### src/sv/cwz_pkg.sv
`default_nettype none
// ----------------------------------------------------------------------------
// cwz_pkg: shared types and constants for the zoned calendar clock
// Field widths, function codes, register indexes and calendar helpers.
// ----------------------------------------------------------------------------
package cwz_pkg;

    localparam int CFG_IDX_W  = 1;
    localparam int CFG_DATA_W = 5;

    typedef logic [13:0]        year_t;
    typedef logic [3:0]         month_t;
    typedef logic [4:0]         day_t;
    typedef logic [4:0]         hour_t;
    typedef logic [5:0]         minsec_t;
    typedef logic signed [4:0]  offset_t;

    // Function codes of an input beat
    localparam logic [1:0] FUNC_TICK = 2'd0;
    localparam logic [1:0] FUNC_LOAD = 2'd1;
    localparam logic [1:0] FUNC_ZONE = 2'd2;

    // Configuration register indexes
    localparam logic [CFG_IDX_W-1:0] REG_ZONE_A = 1'b0;
    localparam logic [CFG_IDX_W-1:0] REG_ZONE_B = 1'b1;

    localparam year_t   YEAR_MIN     = 14'd1;
    localparam year_t   YEAR_MAX     = 14'd9999;
    localparam year_t   YEAR_RESET   = 14'd2020;
    localparam month_t  MONTH_JAN    = 4'd1;
    localparam month_t  MONTH_MAR    = 4'd3;
    localparam month_t  MONTH_DEC    = 4'd12;
    localparam day_t    DAY_FIRST    = 5'd1;
    localparam day_t    DAY_DEC_LEN  = 5'd31;
    localparam hour_t   HOUR_MAX     = 5'd23;
    localparam minsec_t MINSEC_MAX   = 6'd59;
    localparam offset_t ZONE_B_RESET = -5'sd6;
    localparam logic [2:0] WEEK_SUNDAY = 3'd7;

    // Divisibility by 25: y is a multiple of 25 exactly when y times the
    // inverse of 25 modulo 2^14 lands at or below (2^14 - 1) / 25.
    localparam year_t INV25       = 14'd7209;
    localparam year_t DIV25_LIMIT = 14'd655;

    // floor(x / 25) for x below 4096 is (x * 5243) >> 17
    localparam logic [12:0] RECIP25       = 13'd5243;
    localparam int          RECIP25_SHIFT = 17;

    // Day-of-week month offsets, January first
    localparam logic [2:0] MONTH_SHIFT [12] = '{
        3'd0, 3'd3, 3'd2, 3'd5, 3'd0, 3'd3, 3'd5, 3'd1, 3'd4, 3'd6, 3'd2, 3'd4
    };

    typedef struct packed {
        logic [1:0] func;
        year_t      load_year;
        month_t     load_month;
        day_t       load_day;
        hour_t      load_hour;
        minsec_t    load_minute;
        minsec_t    load_second;
    } item_t;

    typedef struct packed {
        year_t      local_year;
        month_t     local_month;
        day_t       local_day;
        hour_t      local_hour;
        minsec_t    local_minute;
        minsec_t    local_second;
        logic [2:0] week_day;
        logic       zone_index;
    } result_t;

    function automatic logic is_leap(input year_t y);
        year_t scaled;
        logic  div25;
        scaled = y * INV25;
        div25  = (scaled <= DIV25_LIMIT);
        return (y[1:0] == 2'b00) && (!div25 || (y[3:0] == 4'b0000));
    endfunction

    function automatic day_t month_len(input month_t m, input logic leap);
        day_t len;
        case (m) inside
            4'd2:                    len = leap ? 5'd29 : 5'd28;
            4'd4, 4'd6, 4'd9, 4'd11: len = 5'd30;
            default:                 len = 5'd31;
        endcase
        return len;
    endfunction

endpackage
`default_nettype wire

### src/sv/cwz_item_if.sv
`default_nettype none
// ----------------------------------------------------------------------------
// cwz_item_if: input channel of the zoned calendar clock
// Valid/ready handshake carrying one tick, load or zone-step command.
// ----------------------------------------------------------------------------
interface cwz_item_if;
    import cwz_pkg::*;

    logic  valid;
    logic  ready;
    item_t data;

    modport source (output valid, output data, input ready);
    modport sink   (input valid, input data, output ready);
endinterface
`default_nettype wire

### src/sv/cwz_result_if.sv
`default_nettype none
// ----------------------------------------------------------------------------
// cwz_result_if: result channel of the zoned calendar clock
// Valid/ready handshake carrying the local date, time and weekday.
// ----------------------------------------------------------------------------
interface cwz_result_if;
    import cwz_pkg::*;

    logic    valid;
    logic    ready;
    result_t data;

    modport source (output valid, output data, input ready);
    modport sink   (input valid, input data, output ready);
endinterface
`default_nettype wire

### src/sv/calendar_clock_with_zones.sv
`default_nettype none
// ----------------------------------------------------------------------------
// calendar_clock_with_zones: Gregorian clock with two time zones
// Counts seconds through years with leap years, loads date and time, and
// reports the time shifted by the selected zone's hour offset with weekday.
// ----------------------------------------------------------------------------
//  channel   dir  handshake           beat contents
//  item      in   valid/ready         func, load_year .. load_second
//  result    out  valid/ready         local date/time, week_day, zone_index
//  cfg       in   cfg_write_en        cfg_index selects zone offset, cfg_data
//
//  One beat in and one beat out per cycle while the result side is ready; a
//  result passes the state update, zone shift, century divide and weekday
//  sum registers after the edge that takes its item. Reset loads 2020-01-01
//  00:00:00, zone 0, offsets 0 and -6. A stalled result holds the pipeline;
//  item.ready drops only once every stage holds a beat.
// ----------------------------------------------------------------------------
module calendar_clock_with_zones (
    input  logic                             clk,
    input  logic                             rst_n,
    input  logic                             cfg_write_en,
    input  logic [cwz_pkg::CFG_IDX_W-1:0]    cfg_index,
    input  logic [cwz_pkg::CFG_DATA_W-1:0]   cfg_data,
    cwz_item_if.sink                         item,
    cwz_result_if.source                     result
);
    import cwz_pkg::*;

    // Handshake
    logic s1_valid_reg, s2_valid_reg, s3_valid_reg, s4_valid_reg;
    logic s1_valid_next, s2_valid_next, s3_valid_next, s4_valid_next;
    logic s2_ready, s3_ready, s4_ready;
    logic s2_load, s3_load, s4_load;
    logic item_fire;

    // Configuration
    offset_t zone_a_reg, zone_b_reg;

    // Calendar state
    year_t   year_reg,   year_next;
    month_t  month_reg,  month_next;
    day_t    day_reg,    day_next;
    hour_t   hour_reg,   hour_next;
    minsec_t minute_reg, minute_next;
    minsec_t second_reg, second_next;
    logic    zone_sel_reg, zone_sel_next;

    // Stage 1 helpers
    year_t  ld_year, cal_year;
    month_t ld_month, cal_month;
    day_t   ld_day, cal_len;
    hour_t  ld_hour;
    minsec_t ld_minute, ld_second;
    logic   is_load;

    // Stage 2: zone shift
    offset_t          offset;
    logic signed [6:0] hour_sum;
    logic             leap_cur;
    day_t             len_cur, len_prev;
    result_t          loc;
    result_t          s2_res_reg;

    // Stage 3: century divide
    year_t       yy;
    logic [24:0] q100_prod;
    result_t     s3_res_reg;
    year_t       s3_yy_reg;
    logic [7:0]  s3_q100_reg;

    // Stage 4: weekday
    logic [14:0] dow_sum;
    logic [5:0]  fold1;
    logic [3:0]  fold2;
    logic [2:0]  dow_rem;
    result_t     s4_res_next;
    result_t     s4_res_reg;

    localparam logic signed [6:0] HOURS_PER_DAY = 7'sd24;

    // ---------------------------------------------------------------- handshake
    assign s4_ready   = !s4_valid_reg || result.ready;
    assign s3_ready   = !s3_valid_reg || s4_ready;
    assign s2_ready   = !s2_valid_reg || s3_ready;
    assign item.ready = !s1_valid_reg || s2_ready;
    assign item_fire  = item.valid && item.ready;

    assign s2_load = s1_valid_reg && s2_ready;
    assign s3_load = s2_valid_reg && s3_ready;
    assign s4_load = s3_valid_reg && s4_ready;

    assign s1_valid_next = item_fire || (s1_valid_reg && !s2_ready);
    assign s2_valid_next = s2_load   || (s2_valid_reg && !s3_ready);
    assign s3_valid_next = s3_load   || (s3_valid_reg && !s4_ready);
    assign s4_valid_next = s4_load   || (s4_valid_reg && !result.ready);

    always_ff @(posedge clk or negedge rst_n)
    begin
        if (!rst_n)
        begin
            s1_valid_reg <= 1'b0;
            s2_valid_reg <= 1'b0;
            s3_valid_reg <= 1'b0;
            s4_valid_reg <= 1'b0;
        end
        else
        begin
            s1_valid_reg <= s1_valid_next;
            s2_valid_reg <= s2_valid_next;
            s3_valid_reg <= s3_valid_next;
            s4_valid_reg <= s4_valid_next;
        end
    end

    // ------------------------------------------------------------ configuration
    always_ff @(posedge clk or negedge rst_n)
    begin
        if (!rst_n)
        begin
            zone_a_reg <= '0;
            zone_b_reg <= ZONE_B_RESET;
        end
        else if (cfg_write_en)
        begin
            unique case (cfg_index)
                REG_ZONE_A: zone_a_reg <= cfg_data;
                REG_ZONE_B: zone_b_reg <= cfg_data;
            endcase
        end
    end

    // -------------------------------------------------- stage 1: calendar state
    always_comb
    begin
        is_load = (item.data.func == FUNC_LOAD);

        ld_year = (item.data.load_year < YEAR_MIN) ? YEAR_MIN :
                  (item.data.load_year > YEAR_MAX) ? YEAR_MAX : item.data.load_year;
        ld_month = (item.data.load_month < MONTH_JAN) ? MONTH_JAN :
                   (item.data.load_month > MONTH_DEC) ? MONTH_DEC : item.data.load_month;

        // One month length serves both the clamp of a load and the tick carry
        cal_year  = is_load ? ld_year  : year_reg;
        cal_month = is_load ? ld_month : month_reg;
        cal_len   = month_len(cal_month, is_leap(cal_year));

        ld_day = (item.data.load_day < DAY_FIRST) ? DAY_FIRST :
                 (item.data.load_day > cal_len) ? cal_len : item.data.load_day;
        ld_hour   = (item.data.load_hour > HOUR_MAX) ? HOUR_MAX : item.data.load_hour;
        ld_minute = (item.data.load_minute > MINSEC_MAX) ? MINSEC_MAX
                                                         : item.data.load_minute;
        ld_second = (item.data.load_second > MINSEC_MAX) ? MINSEC_MAX
                                                         : item.data.load_second;

        year_next     = year_reg;
        month_next    = month_reg;
        day_next      = day_reg;
        hour_next     = hour_reg;
        minute_next   = minute_reg;
        second_next   = second_reg;
        zone_sel_next = zone_sel_reg;

        if (item_fire)
        begin
            case (item.data.func)
                FUNC_TICK:
                begin
                    if (second_reg >= MINSEC_MAX)
                    begin
                        second_next = '0;
                        if (minute_reg >= MINSEC_MAX)
                        begin
                            minute_next = '0;
                            if (hour_reg >= HOUR_MAX)
                            begin
                                hour_next = '0;
                                if (day_reg >= cal_len)
                                begin
                                    day_next = DAY_FIRST;
                                    if (month_reg >= MONTH_DEC)
                                    begin
                                        month_next = MONTH_JAN;
                                        // hold the year at its top value
                                        if (year_reg < YEAR_MAX)
                                        begin
                                            year_next = year_reg + 14'd1;
                                        end
                                    end
                                    else
                                    begin
                                        month_next = month_reg + 4'd1;
                                    end
                                end
                                else
                                begin
                                    day_next = day_reg + 5'd1;
                                end
                            end
                            else
                            begin
                                hour_next = hour_reg + 5'd1;
                            end
                        end
                        else
                        begin
                            minute_next = minute_reg + 6'd1;
                        end
                    end
                    else
                    begin
                        second_next = second_reg + 6'd1;
                    end
                end
                FUNC_LOAD:
                begin
                    year_next   = ld_year;
                    month_next  = ld_month;
                    day_next    = ld_day;
                    hour_next   = ld_hour;
                    minute_next = ld_minute;
                    second_next = ld_second;
                end
                FUNC_ZONE:
                begin
                    zone_sel_next = !zone_sel_reg;
                end
                default:
                begin
                    // unused code: state holds, a result still goes out
                end
            endcase
        end
    end

    always_ff @(posedge clk or negedge rst_n)
    begin
        if (!rst_n)
        begin
            year_reg     <= YEAR_RESET;
            month_reg    <= MONTH_JAN;
            day_reg      <= DAY_FIRST;
            hour_reg     <= '0;
            minute_reg   <= '0;
            second_reg   <= '0;
            zone_sel_reg <= 1'b0;
        end
        else
        begin
            year_reg     <= year_next;
            month_reg    <= month_next;
            day_reg      <= day_next;
            hour_reg     <= hour_next;
            minute_reg   <= minute_next;
            second_reg   <= second_next;
            zone_sel_reg <= zone_sel_next;
        end
    end

    // ------------------------------------------------------ stage 2: zone shift
    // An offset of at most 16 hours crosses one day boundary at most.
    always_comb
    begin
        offset   = zone_sel_reg ? zone_b_reg : zone_a_reg;
        hour_sum = $signed({2'b00, hour_reg}) + $signed({{2{offset[4]}}, offset});
        leap_cur = is_leap(year_reg);
        len_cur  = month_len(month_reg, leap_cur);
        len_prev = month_len(month_reg - 4'd1, leap_cur);

        loc.local_year   = year_reg;
        loc.local_month  = month_reg;
        loc.local_day    = day_reg;
        loc.local_hour   = 5'(hour_sum);
        loc.local_minute = minute_reg;
        loc.local_second = second_reg;
        loc.week_day     = '0;
        loc.zone_index   = zone_sel_reg;

        if (hour_sum >= HOURS_PER_DAY)
        begin
            loc.local_hour = 5'(hour_sum - HOURS_PER_DAY);
            if (day_reg >= len_cur)
            begin
                loc.local_day = DAY_FIRST;
                if (month_reg >= MONTH_DEC)
                begin
                    loc.local_month = MONTH_JAN;
                    if (year_reg < YEAR_MAX)
                    begin
                        loc.local_year = year_reg + 14'd1;
                    end
                end
                else
                begin
                    loc.local_month = month_reg + 4'd1;
                end
            end
            else
            begin
                loc.local_day = day_reg + 5'd1;
            end
        end
        else if (hour_sum < 7'sd0)
        begin
            loc.local_hour = 5'(hour_sum + HOURS_PER_DAY);
            if (day_reg <= DAY_FIRST)
            begin
                if (month_reg <= MONTH_JAN)
                begin
                    // borrow into December of the year before, floor at year one
                    loc.local_month = MONTH_DEC;
                    loc.local_day   = DAY_DEC_LEN;
                    if (year_reg > YEAR_MIN)
                    begin
                        loc.local_year = year_reg - 14'd1;
                    end
                end
                else
                begin
                    loc.local_month = month_reg - 4'd1;
                    loc.local_day   = len_prev;
                end
            end
            else
            begin
                loc.local_day = day_reg - 5'd1;
            end
        end
    end

    always_ff @(posedge clk)
    begin
        if (s2_load)
        begin
            s2_res_reg <= loc;
        end
    end

    // -------------------------------------------------- stage 3: century divide
    always_comb
    begin
        yy = (s2_res_reg.local_month < MONTH_MAR) ? s2_res_reg.local_year - 14'd1
                                                  : s2_res_reg.local_year;
        q100_prod = 25'(yy[13:2]) * 25'(RECIP25);
    end

    always_ff @(posedge clk)
    begin
        if (s3_load)
        begin
            s3_res_reg  <= s2_res_reg;
            s3_yy_reg   <= yy;
            s3_q100_reg <= q100_prod[RECIP25_SHIFT +: 8];
        end
    end

    // ------------------------------------------------------- stage 4: weekday
    always_comb
    begin
        dow_sum = 15'(s3_yy_reg[13:2]) + 15'(s3_yy_reg) - 15'(s3_q100_reg)
                + 15'(s3_q100_reg[7:2])
                + 15'(MONTH_SHIFT[4'(s3_res_reg.local_month - 4'd1)])
                + 15'(s3_res_reg.local_day);

        // 8 is 1 mod 7: add the octal digits, then once more, then one subtract
        fold1 = 6'(dow_sum[2:0]) + 6'(dow_sum[5:3]) + 6'(dow_sum[8:6])
              + 6'(dow_sum[11:9]) + 6'(dow_sum[14:12]);
        fold2 = 4'(fold1[2:0]) + 4'(fold1[5:3]);
        dow_rem = (fold2 >= 4'd7) ? 3'(fold2 - 4'd7) : 3'(fold2);

        s4_res_next          = s3_res_reg;
        s4_res_next.week_day = (dow_rem == 3'd0) ? WEEK_SUNDAY : dow_rem;
    end

    always_ff @(posedge clk)
    begin
        if (s4_load)
        begin
            s4_res_reg <= s4_res_next;
        end
    end

    assign result.valid = s4_valid_reg;
    assign result.data  = s4_res_reg;

    // -------------------------------------------------------------- assertions
    a_zone_toggles: assert property (@(posedge clk) disable iff (!rst_n)
        item_fire && (item.data.func == FUNC_ZONE) |=> zone_sel_reg != $past(zone_sel_reg))
        else $error("zone step did not toggle the zone select");

    a_state_in_range: assert property (@(posedge clk) disable iff (!rst_n)
        (month_reg >= MONTH_JAN) && (month_reg <= MONTH_DEC) && (day_reg != 5'd0)
        && (hour_reg <= HOUR_MAX) && (year_reg >= YEAR_MIN) && (year_reg <= YEAR_MAX))
        else $error("calendar state left its range");

    a_no_overrun: assert property (@(posedge clk) disable iff (!rst_n)
        s1_valid_reg && !s2_ready |-> !item.ready)
        else $error("item taken while state beat is still pending");

    a_second_step: assert property (@(posedge clk) disable iff (!rst_n)
        item_fire && (item.data.func == FUNC_TICK) && (second_reg < MINSEC_MAX)
        |=> (second_reg == $past(second_reg) + 6'd1) && (minute_reg == $past(minute_reg)))
        else $error("tick below the minute boundary carried wrongly");

endmodule
`default_nettype wire

### src/flat_wrapper.sv
// flat-port wrapper written by rule: the top's interface ports become plain ports
module calendar_clock_with_zones_flat import cwz_pkg::*;
  (clk, rst_n, cfg_write_en, cfg_index, cfg_data, item_valid, item_data, item_ready, result_valid, result_data, result_ready);
  cwz_item_if item_i ();
  cwz_result_if result_i ();
  input  logic clk;
  input  logic rst_n;
  input  logic cfg_write_en;
  input  logic [cwz_pkg::CFG_IDX_W-1:0] cfg_index;
  input  logic [cwz_pkg::CFG_DATA_W-1:0] cfg_data;
  input wire logic [$bits(item_i.valid)-1:0] item_valid;
  input wire logic [$bits(item_i.data)-1:0] item_data;
  output wire logic [$bits(item_i.ready)-1:0] item_ready;
  output wire logic [$bits(result_i.valid)-1:0] result_valid;
  output wire logic [$bits(result_i.data)-1:0] result_data;
  input wire logic [$bits(result_i.ready)-1:0] result_ready;
  assign item_i.valid = item_valid;
  assign item_i.data = item_data;
  assign item_ready = item_i.ready;
  assign result_valid = result_i.valid;
  assign result_data = result_i.data;
  assign result_i.ready = result_ready;
  calendar_clock_with_zones u_core (.clk(clk), .rst_n(rst_n), .cfg_write_en(cfg_write_en), .cfg_index(cfg_index), .cfg_data(cfg_data), .item(item_i), .result(result_i));
endmodule
### config.mk
export PLATFORM = sky130hd
export DESIGN_NAME = calendar_clock_with_zones_flat
export DESIGN_NICKNAME = d
export VERILOG_FILES = /design/src/sv/cwz_pkg.sv /design/src/sv/cwz_item_if.sv /design/src/sv/cwz_result_if.sv /design/src/sv/calendar_clock_with_zones.sv /design/src/flat_wrapper.sv
export SDC_FILE = /design/constraint.sdc
export NUM_CORES = 1
export LEC_CHECK = 0
export ABC_AREA = 1
export BUFFER_PORTS_ARGS = -buffer_cell sky130_fd_sc_hd__buf_2
export CELL_PAD_IN_SITES_DETAIL_PLACEMENT = 1
export CELL_PAD_IN_SITES_GLOBAL_PLACEMENT = 2
export CORE_MARGIN = 5
export CORE_UTILIZATION = 40
export DETAILED_ROUTE_END_ITERATION = 6
export PLACE_DENSITY_LB_ADDON = 0.1
export SYNTH_ARGS = -nofsm -noshare
export SYNTH_HDL_FRONTEND = slang
export SYNTH_SLANG_ARGS = --single-unit
### constraint.sdc
create_clock -name clk -period 9.8 [get_ports clk]
set_input_delay 0.49 -clock clk [delete_from_list [all_inputs] [get_ports clk]]
set_output_delay 0.49 -clock clk [all_outputs]
set_load 0.02 [all_outputs]
# Word-level counts from Yosys, hierarchy flattened
# Memories as Yosys holds them, arrays and structs flattened.
# Index checks and enable logic that the tools add are counted.
# W data, S select, Z words.
# op_classes
bitwise_logic	2
n_addsub	25
n_reduce_logical	49
n_mul	3
magnitude_cmp	26
muxes	60
eq_ne	21
# ops
operator	count
$mux W14	12
$mux W5	16
$mux W28	2
$mux W18	2
$mux W4	8
$mux W6	5
$le A14 B10 Y1 const B	2
$mul A14 B13 Y14 const B	2
$pmux W14 S2	1
$sub A14 B1 Y14 const B	2
$mul A12 B13 Y25 const B	1
$eq A4 B3 Y1 const B	6
$eq A4 B4 Y1 const B	6
$pmux W6 S2	2
$pmux W5 S2	2
$add A6 B3 Y6	3
$add A12 B14 Y15	1
$add A15 B3 Y15	1
$add A15 B5 Y15	1
$add A15 B6 Y15	1
$sub A15 B8 Y15	1
$add A14 B1 Y14 const B	1
$gt A14 B1 Y1 const B	1
$gt A14 B14 Y1 const B	1
51 further kinds	106
# totals
mem_bits_ro	48
inputBits	53
output_inout_bits	46
ff_bits	203
mem_count	1
# memory_table
name	depth	word_bits	rd	rd_clocked_by_memory_dff	write_ports	line_no	text
(no name shown)	16	3	1	0	0	calendar_clock_with_zones.sv:361	+ 15'(MONTH_SHIFT[4'(s3_res_reg.local_month - 4'd1)])

# Logic depth before layout (Yosys ltp)
# depth
depth_word	17
depth_mapped	40
ltp_nobuf	40

# Worst setup path before layout
# Ideal clock, no wire load.
# synth_timing
kind	register to register
from	reg u_core.s3_res_reg[26] in the netlist's numbering
to	reg u_core.s4_res_reg (netlist bit u_core.result.data[3]) (data pin)
path_buffers	0
path_slack_ns	2.564
arrival_ns	6.976
t_required_ns	9.541
path_stages_with_launch	33
period_less_slack_ns	7.236
path_cell_list	edfxtp_1 nor2_1 o21bai_1 inv_1 o21ai_0 inv_1 fa_1 fa_1 fa_1 inv_1 ha_1 inv_1 fa_1 nand3b_1 and2_1 o41ai_1 xnor2_1 fa_1 fa_1 inv_1 ha_1 fa_1 xor2_1 ha_1 inv_1 fa_1 inv_1 ha_1 nand2_1 nand2_1 xnor2_1 nand3_1 nand2_1
# synth_via
elab_chain_cells	15
word_cells_on_any_way	16
cone_classes	add/sub: 9; order compare: 1; mux: 3; bitwise: 1; reduce/logical: 1; memory: 1
# synth_lines
item	line_no	text
from (decl)	calendar_clock_with_zones.sv:67	result_t s3_res_reg;
from (signal assigned)	calendar_clock_with_zones.sv:350	s3_res_reg <= s2_res_reg;
$sub A4 B1 Y4 (*)	calendar_clock_with_zones.sv:361	
$not A4 Y5 (not written as such) (*)	calendar_clock_with_zones.sv:361	
$mem_v2 Z16 W3 (*)	-	
$mux W3 (not written as such) (*) (2 in series)	calendar_clock_with_zones.sv:361	
$add A15 B3 Y15 (*)	calendar_clock_with_zones.sv:361	
$add A15 B5 Y15 (*)	calendar_clock_with_zones.sv:362	+ 15'(s3_res_reg.local_day);
$add A3 B3 Y4	calendar_clock_with_zones.sv:365	fold1 = 6'(dow_sum[2:0]) + 6'(dow_sum[5:3]) + 6'(dow_sum[8:6])
$add A6 B3 Y6	calendar_clock_with_zones.sv:365	
$add A6 B3 Y6	calendar_clock_with_zones.sv:366	+ 6'(dow_sum[11:9]) + 6'(dow_sum[14:12]);
$add A6 B3 Y6 (*)	calendar_clock_with_zones.sv:366	
$add A3 B3 Y4 (*)	calendar_clock_with_zones.sv:367	fold2 = 4'(fold1[2:0]) + 4'(fold1[5:3]);
$ge A4 B3 Y1 or $sub A3 B3 Y3 (tied branches)	calendar_clock_with_zones.sv:368	dow_rem = (fold2 >= 4'd7) ? 3'(fold2 - 4'd7) : 3'(fold2);
$mux W3 (*)	calendar_clock_with_zones.sv:368	
$logic_not A3 Y1	calendar_clock_with_zones.sv:371	s4_res_next.week_day = (dow_rem == 3'd0) ? WEEK_SUNDAY : dow_rem;
to (signal assigned)	calendar_clock_with_zones.sv:378	s4_res_reg <= s4_res_next;
to (decl)	calendar_clock_with_zones.sv:77	result_t s4_res_reg;
# Every way passes the cells marked *; elsewhere a longest branch is shown, timed or not. The select of a mux whose other input is x is not followed.
# A chain may end at the register's enable or synchronous reset.

# Final worst setup path
# layout_timing
from	reg u_core.s3_res_reg[26] in the netlist's numbering
to	reg u_core.s4_res_reg (netlist bit u_core.result.data[2]) (data pin)
# The elaborated chain is that of the path after synthesis.

==> results.py <==
metrics = {
    "detailed_routing": {
        "vias": 12180,
        "drc_errors": 0,
        "vias_per_cell": 4.950,
        "drtAntennaViolNets": 0,
        "wl_per_cell_um": 17.08,
        "first_iter_violations": 500,
        "wirelength_um": 42030,
        "dr.pass1.iters": 4,
    },
    "clock_network": {
        "post_cts_resize_count": 0,
        "cts_setup_buffers": 0,
        "clk_latency_ns": 0.54,
        "ctsHoldBuffers": 0,
        "cts.sinks": 203,
        "clkTransAtPathRegs_ns": 0.06,
        "htree_num_levels": 1,
        "cts_tree": "yes",
        "cts_buffers": 24,
        "clock_path_buffers": 3,
        "cts_root_buf": "clkbuf_16",
    },
    "timing": {
        "finalHoldViolCount": 0,
        "setup_viol": 0,
        "timing.fmax_mhz": 128.6,
        "worst_pin_slew_ns": 0.8701,
        "timing.final.ws_setup_ns": 2.022,
        "finalCriticalPeriod_ns": 7.778,
        "rsz0062_at_grt": "false",
        "fin_skew_ns": 0.01545,
        "post-route-period-util_pct": 79.37,
        "finalSetupTns_ns": 0,
        "slew_viol_final": 0,
        "max_slew_margin_pct": 41.99,
    },
    "global_routing": {
        "grt_pass1_vias": 13150,
        "gr-usage-all-layers_pct": 18.57,
        "grt_pass1_wl_um": 70660,
        "antenna_found_initial": 0,
        "grt_max_degree": 64,
        "gr-total-overflow": 0,
    },
    "floorplan": {
        "die_area_um2": 46320,
        "io_pins": 99,
        "die_h_um": 215.2,
        "fp-row-count": 75,
        "initial_core_util_pct": 40.34,
        "die-width_um": 215.2,
        "core_um2": 41760,
    },
    "synth": {
        "syn_nets": 2192,
        "syn_area_um2": 16840,
        "ys_async_sr_fraction_pct": 27.09,
        "synth_edf_count": 148,
        "synth_cell_type_count": 50,
        "seq_area_frac_synth_pct": 34.64,
        "yosys.area.top_type_share_pct": 26.38,
        "ys_seq_elements": 203,
        "syn_inst": 1804,
        "synthFlopType": "edfxtp_1",
        "post-synth-top-area-cell": "edfxtp_1",
        "synth_most_common_cell": "inv_1",
        "syn_avg_cell_area_um2": 9.338,
        "netlist_top_cells_area": "edfxtp_1, ha_1, fa_1",
        "ys.warnings.count": 0,
        "synth_common_cells": "inv_1, nand2_1, ha_1",
    },
    "layout": {
        "fillers": 4842,
        "antenna-diode-count": 0,
        "syn_to_final_growth_pct": 11.02,
        "largest_reg_flops": 44,
        "multi_input_area_um2": 9454,
        "final_nets": 2292,
        "regArea_um2": 5836,
        "drive_above_1_share_pct": 10.30,
    },
    "worst_setup_path": {
        "critical_path.max_stage_delay_ns": 0.54,
        "crit_fanout": 5,
        "critical_path.startpoint": "u_core.s3_res_reg[26]",
        "cp.arrival_ns": 8.06,
        "path_delay_family": "adder cells",
        "r2r-start": "u_core.s3_res_reg[26]",
        "cp-start-kind": "flop",
        "cpMostUsedCell": "fa_1",
        "required_ns": 10.08,
        "crit_buf_inv": 6,
        "critPathSlowestCell": "fa_1",
        "crit_path_end_kind": "flop",
        "crit_type": "flop to flop",
    },
    "outcome": {
        "status": "finished clean",
    },
    "min_path": {
        "hp-class": "primary input to asynchronous set/reset pin",
    },
    "placed_design": {
        "gp_congestion": 0.8513,
        "place_ws_ns": 2.006,
        "port_buffers": 98,
        "post-dp-hpwl_um": 34530,
    },
    "job": {
        "drv_cap": 0,
    },
}
worst reg2reg max path: cells and delay by family, from the launching register on:
kind                     cells  cell delay, ns
flip-flops                   1            0.44
XOR/XNOR                     3            0.56
adder cells (fa/ha/maj)     12            4.47
buffers and inverters        6            0.32
AND/OR/NAND/NOR              9            1.09
AO/OA/AOI/OAI                3            0.66
cell families after synthesis:
| group | count (synthesis) | synth area share (%) |
|---|---|---|
| compound gates | 256 | 8.698 |
| fa+ha+maj | 335 | 29.34 |
| simple gates | 511 | 13.18 |
| xor+xnor | 93 | 4.835 |
| buf+inv | 406 | 9.300 |
| flops | 203 | 34.64 |
final timing paths:
check	end	slack (ns)	cells past startpoint
setup / recovery	u_core.result.data[2]	2.02	33
hold / removal	u_core.zone_b_reg[0]	0.10	2
min in group clk	u_core.zone_b_reg[1]	0.19	3
max in group asynchronous	u_core.year_reg[12]	9.21	2
setup reg to reg	u_core.result.data[2]	2.02	33
hold reg to reg	u_core.result.data[0]	0.42	0
layout make-up:
type | instances | area share [%]
Timing Repair Buffer | 103 | 2.824
Sequential cell | 203 | 31.21
Multi-Input combinational cell | 1195 | 50.56
Tap cell | 539 | 3.606
Inverter | 377 | 7.567
Clock inverter | 16 | 0.9501
Clock buffer | 28 | 3.292
placed cells by master, fill, tap and decap left out, drive strengths merged, types with 5 or more instances in the layout:
cell / netlist / final
a31oi: 20 / 20
or2: 9 / 9
nand2: 293 / 293
nand3: 67 / 67
inv: 377 / 377
dfrtp: 43 / 43
nor3: 9 / 9
clkinvlp: 0 / 6
a21oi: 69 / 69
a211oi: 5 / 5
nand3b: 7 / 7
clkinv: 0 / 7
o211ai: 7 / 7
o31ai: 6 / 6
nor4: 8 / 8
fa: 100 / 100
dfstp: 12 / 12
ha: 235 / 235
o22ai: 7 / 7
nand4: 14 / 14
buf: 14 / 103
o21ai: 118 / 118
xnor2: 22 / 22
edfxtp: 148 / 148
nor2: 101 / 101
xor2: 71 / 71
clkbuf: 15 / 28
routing by layer:
metal,up-vias,global-route usage [%],wire length (um)
li1,6083,-,-
met1,5938,26.55,20430
met2,123,31.38,19980
met3,39,1.970,1042
met4,0,2.774,583
met5,-,0,0
through the flow:
| stage | hold WS, ns | area [um2] | util [%] | instances |
|---|---|---|---|---|
| 6_report | 0.1036 | 18700 | 44.78 | 2461 |
| 5_1_grt | 0.1453 | 18700 | 44.78 | 2461 |
| 4_1_cts | 0.1087 | 18700 | 44.78 | 2461 |
| 3_5_place_dp | 0.4056 | 17910 | 42.88 | 2417 |
| 3_3_place_gp | 0.4011 | 17910 | 42.88 | 2417 |
| 2_1_floorplan | 0.1944 | 16840 | - | 1804 |
Power is left out: the tool's default activity adds up to more than one toggle a clock period on the data nets, which glitch-free logic cannot reach.
